## src/design/ierf_pkg.sv

```systemverilog
// ----------------------------------------------------------------------------
// ierf_pkg
// Shared types and constants for the inverse error function pipeline.
// ----------------------------------------------------------------------------
package ierf_pkg;

   localparam int ARG_W  = 32;
   localparam int TMAG_W = 37;
   localparam int LOG_STEPS = 32;
   localparam int HORNER_STEPS = 9;

   // ln(2) in Q.62
   localparam logic [61:0] LN2_Q62 = 62'h2C5C85FDF473DE6B;

   // branch threshold 6.125 in Q.32
   localparam logic [TMAG_W-1:0] TSPLIT_Q32 = TMAG_W'(49) << 29;

   // Horner sums saturate at +-2^62
   localparam logic [62:0] SAT62_MAG = 63'(1) << 62;

   localparam logic signed [63:0] COEF_TAIL [HORNER_STEPS] = '{
      64'sh14deb44,
      64'sh1f7c9ae << 6,
      64'sh147e512 << 12,
      64'sh1dca7de << 16,
      64'sh19cab92 << 20,
      64'sh18cc0de << 23,
      64'sh13ca920 << 24,
      -(64'sh10eff66 << 30),
      64'sh1ae16a4 << 31
   };

   localparam logic signed [63:0] COEF_CORE [HORNER_STEPS+1] = '{
      64'sh175c000 << 4,
      64'sh133b402 << 9,
      64'sh1499232 << 12,
      64'sh1e52cd2 << 8,
      -(64'sh1d70bd0 << 17),
      -(64'sh135be90 << 19),
      64'sh12f6400 << 23,
      64'sh17a1e50 << 25,
      -(64'sh1db2aee << 29),
      64'sh1c5bf88 << 31
   };

   // one classified item between front and back
   typedef struct packed {
      logic signed [ARG_W-1:0] arg;
      logic [TMAG_W-1:0]       tmag;   // t = -tmag, Q.32
      logic                    tail;   // use the nine-term polynomial
   } ierf_item_type;

endpackage

```

## src/design/ierf_queue.sv

```systemverilog
// ----------------------------------------------------------------------------
// ierf_queue
// Short FIFO between the classifying front and the polynomial back.
// ----------------------------------------------------------------------------
module ierf_queue
   import ierf_pkg::*;
#(
   parameter int DEPTH = 4
) (
   input  logic          clock,
   input  logic          reset,
   input  logic          push,
   input  ierf_item_type push_item,
   input  logic          pop,
   output logic          full,
   output logic          not_empty,
   output ierf_item_type head_item
);

   localparam int PTR_W = (DEPTH > 1) ? $clog2(DEPTH) : 1;
   localparam int CNT_W = $clog2(DEPTH + 1);

   ierf_item_type       store_ff [DEPTH];
   logic [PTR_W-1:0]    wr_ff, wr_in;
   logic [PTR_W-1:0]    rd_ff, rd_in;
   logic [CNT_W-1:0]    cnt_ff, cnt_in;

   assign full      = (cnt_ff == CNT_W'(DEPTH));
   assign not_empty = (cnt_ff != '0);
   assign head_item = store_ff[rd_ff];

   always_comb begin
      wr_in  = wr_ff;
      rd_in  = rd_ff;
      cnt_in = cnt_ff;
      if (push) begin
         wr_in = (wr_ff == PTR_W'(DEPTH - 1)) ? '0 : wr_ff + PTR_W'(1);
      end
      if (pop) begin
         rd_in = (rd_ff == PTR_W'(DEPTH - 1)) ? '0 : rd_ff + PTR_W'(1);
      end
      if (push && !pop) begin
         cnt_in = cnt_ff + CNT_W'(1);
      end else if (pop && !push) begin
         cnt_in = cnt_ff - CNT_W'(1);
      end
   end

   always_ff @(posedge clock) begin
      if (reset) begin
         wr_ff  <= '0;
         rd_ff  <= '0;
         cnt_ff <= '0;
      end else begin
         wr_ff  <= wr_in;
         rd_ff  <= rd_in;
         cnt_ff <= cnt_in;
      end
   end

   always_ff @(posedge clock) begin
      if (push) begin
         store_ff[wr_ff] <= push_item;
      end
   end

endmodule

```

## config.mk

```make
export PLATFORM = sky130hd
export DESIGN_NAME = ierf_queue
export DESIGN_NICKNAME = d
export VERILOG_FILES = /design/src/design/ierf_pkg.sv /design/src/design/ierf_queue.sv
export SDC_FILE = /design/constraint.sdc
export NUM_CORES = 1
export LEC_CHECK = 0
export BUFFER_PORTS_ARGS = -buffer_cell sky130_fd_sc_hd__buf_2
export CAP_MARGIN = 20
export CORE_AREA = 2 2 166 168
export CTS_CLUSTER_SIZE = 20
export DETAILED_ROUTE_END_ITERATION = 10
export DIE_AREA = 0 0 168 170
export PLACE_DENSITY = 0.62
export SYNTH_ARGS = -nofsm -noshare
export SYNTH_HDL_FRONTEND = slang
export SYNTH_SLANG_ARGS = --single-unit
```

## constraint.sdc

```tcl
create_clock -name clock -period 8.28 [get_ports clock]
set_input_delay 1.656 -clock clock [delete_from_list [all_inputs] [get_ports clock]]
set_output_delay 1.656 -clock clock [all_outputs]
set_load 0.005 [all_outputs]
```

==> results_dict.tcl <==
set metrics [dict create \
    status "finished, final reports clean" \
    synth_edf_count 280 \
    grt_use_met1 0.159 \
    wire_per_inst_um 20.1 \
    first_iter_violations 404 \
    dp_hpwl_mm 10.7 \
    vdd_drop_max_uv 129 \
    final.setup.tns_ns 0 \
    ys_seq_area_frac 0.809 \
    drc 0 \
    end_kind "output port" \
    critical_path_arrival_ns 2.88 \
    met2_usage 0.235 \
    synth_fp_nets 491 \
    grt_antenna_before_repair 3 \
    cp_max_fo 38 \
    pre_cts_slack_ns 4.16 \
    cts.repair.resized 0 \
    start_kind "flop" \
    cap_violations 0 \
    post-cts-setup-buffers 0 \
    power.total_mw 3.18 \
    tightest_slew_ns 1.07 \
    die_w_um 168 \
    p_per_area_mw_per_mm2 252 \
    p_int_mw 2.53 \
    drt.antenna.violating_nets 0 \
    drt_wl_total_mm 18.8 \
    ys_ff_latch 289 \
    cts_buffers 28 \
    cts_tree "yes" \
    skew_ns 0.0120 \
    holdWs_ns 0.557 \
    cp.buffers_inverters 2 \
    synth.area.top_cells "edfxtp_1 79%, mux4_2 15%, dfxtp_1 1.7%, buf_12 1.3%, ha_1 0.71%" \
    p_leak_nw 4.23 \
    synth_cell_types 18 \
    synth_commonest_cells "280 x edfxtp_1, 70 x mux4_2, 9 x dfxtp_1" \
    grtUsageMet3 0.0360 \
    gp_congestion 0.690 \
    crit_chain "buf_4, mux4_2, buf_2" \
    num_rows 60 \
    initial_core_util 0.398 \
    grt_pass1_vias 5178 \
    synth_largest_area_cell "edfxtp_1" \
    via_per_inst 5.02 \
    core-area_mm2 0.0267 \
    finalHoldViolCount 0 \
    root_buffer "clkbuf_16" \
    synth_area_mm2 0.0106 \
    postLayoutSetupSlackWorst_ns 3.75 \
    cts_sinks 289 \
    top_usage_layer "met2" \
    syn_inst 410 \
    insertion_delay_ns 0.53 \
    finalNetCount 655 \
    num_vias 4706 \
    syn-mean-instance-area_um2 25.9 \
    synth-main-ff-cell "edfxtp_1" \
    cp_slowest_cell "dfxtp_4" \
    synth_top_area_frac 0.792 \
    grt_usage 0.132 \
    path_class "reg2out" \
    crit_family "buffers and inverters" \
    overflow 0 \
    period_share 0.547 \
    yosysMostFrequentCell "edfxtp_1" \
    grt_pass1_wl_mm 28.9 \
    dieArea_mm2 0.0286 \
    layout-drive-gt1-share 0.445 \
    chipHeight_um 170 \
    area_growth_pct 18.8 \
    power_frac_comb 0.074 \
    cts.clk_slew.worst_paths_ns 0.06 \
    fill_cells 2191 \
    io_buffers 145 \
    first_pass_iters 4 \
    setup_viol 0 \
    slew_violations 0 \
    critPathRequiredTime_ns 6.62 \
    rsz0062_at_grt "false" \
    htreeDepth 1 \
    synthArstFlopShare 0 \
    slowest_delay_ns 0.80 \
    clock_path_buffers 3 \
    clock_power_share 0.388 \
    seqPwrFrac 0.538 \
    swShare 0.205 \
    hold_path.class "reg2reg" \
    fmax_mhz 221 \
    period_needed_ns 4.53 \
    grt_max_degree 71 \
    slew_headroom 0.285 \
    switchingPower_mw 0.652 \
    ys.warnings.count 0 \
    ios 146 \
    hold_buffers 0 \
]
[per-layer routing]
layer / up-vias / share of wire / wire (µm)
met3: 32 / 0.064 / 1200
met2: 124 / 0.51 / 9620
met1: 2466 / 0.41 / 7660
li1: 2080 / - / -
met4: 4 / 0.017 / 321
met5: - / 0.0012 / 23
[cell usage in the layout (no fill, tap or decap)]
master | netlist | final
mux2i_1 | 4 | 4
or3_1 | 2 | 2
bufinv_16 | 0 | 3
clkinvlp_4 | 0 | 1
clkbuf_1 | 0 | 3
fa_1 | 1 | 1
nor2_1 | 7 | 7
dfxtp_4 | 0 | 2
clkbuf_16 | 0 | 29
clkinv_2 | 0 | 5
buf_2 | 7 | 145
o21ai_0 | 1 | 1
buf_12 | 7 | 2
buf_4 | 0 | 1
ha_1 | 6 | 6
and2_4 | 0 | 4
diode_2 | 0 | 1
nor3b_1 | 2 | 2
xor2_1 | 2 | 2
clkinv_4 | 0 | 1
buf_16 | 0 | 2
inv_1 | 4 | 4
edfxtp_1 | 280 | 280
clkinv_1 | 0 | 10
mux4_2 | 70 | 70
dfxtp_1 | 9 | 7
a21oi_1 | 2 | 2
[area by class of cell]
type                    count  area (µm²)  area share
repair buffers            150         828      0.0657
diodes                      1        2.50    0.000198
inverters                   4        15.0     0.00119
flip-flops and latches    289        8600       0.682
well taps                 341         427      0.0338
multi-input cells         101        1830       0.145
clock buffers              32         737      0.0585
clock inverters            20         169      0.0134
[power groups by stage]
stage                     clock network [mW]  logic [mW]  registers (mW)
after floorplan                            0       0.149            1.72
after global placement                     0       0.227            1.74
after detailed placement                   0       0.235            1.74
after CTS                               1.27       0.236            1.71
after global routing                    1.33       0.257            1.72
final                                   1.23       0.235            1.71
[cells by family (layout without fill, tap and decap cells)]
group	Yosys count	in the layout	share of synthesized area
compound gates	3	3	0.00141
xor+xnor	2	2	0.00165
fa+ha+maj	7	7	0.00896
buf+inv	20	206	0.0193
flops	289	289	0.809
mux	74	74	0.152
other cells	0	1	0
simple gates	15	15	0.00742
[sequential cells by signal (all words and copies together), names as in the netlist, named ones only]
| signal | count |
|---|---|
| store_ff | 280 |
| cnt_ff | 3 |
| wr_ff | 2 |
| rd_ff | 2 |
[per-stage QoR]
stage	cells	area (µm²)	util
floorplan	410	10600	-
global placement	881	11600	0.435
detailed placement	881	11600	0.435
CTS	933	12500	0.469
global route	937	12600	0.473
finish	938	12600	0.473
[final timing paths]
path,startpoint,to,slack [ns],cells after the start
max,flop,head_item[65],3.75,3
min,wr_ff[1],wr_ff[1],0.56,2
max reg2reg,wr_ff[0],store_ff[3][1],6.51,3
min reg2reg,wr_ff[1],wr_ff[1],0.56,2
[tightest hold or removal path, delay by kind of cell, from the launching register on]
kind / cells / cell delay (ns)
flip-flops: 1 / 0.34
multiplexers: 1 / 0.13
AND/OR/NAND/NOR: 1 / 0.05
Note: power is estimated with default switching activity, not from simulation.
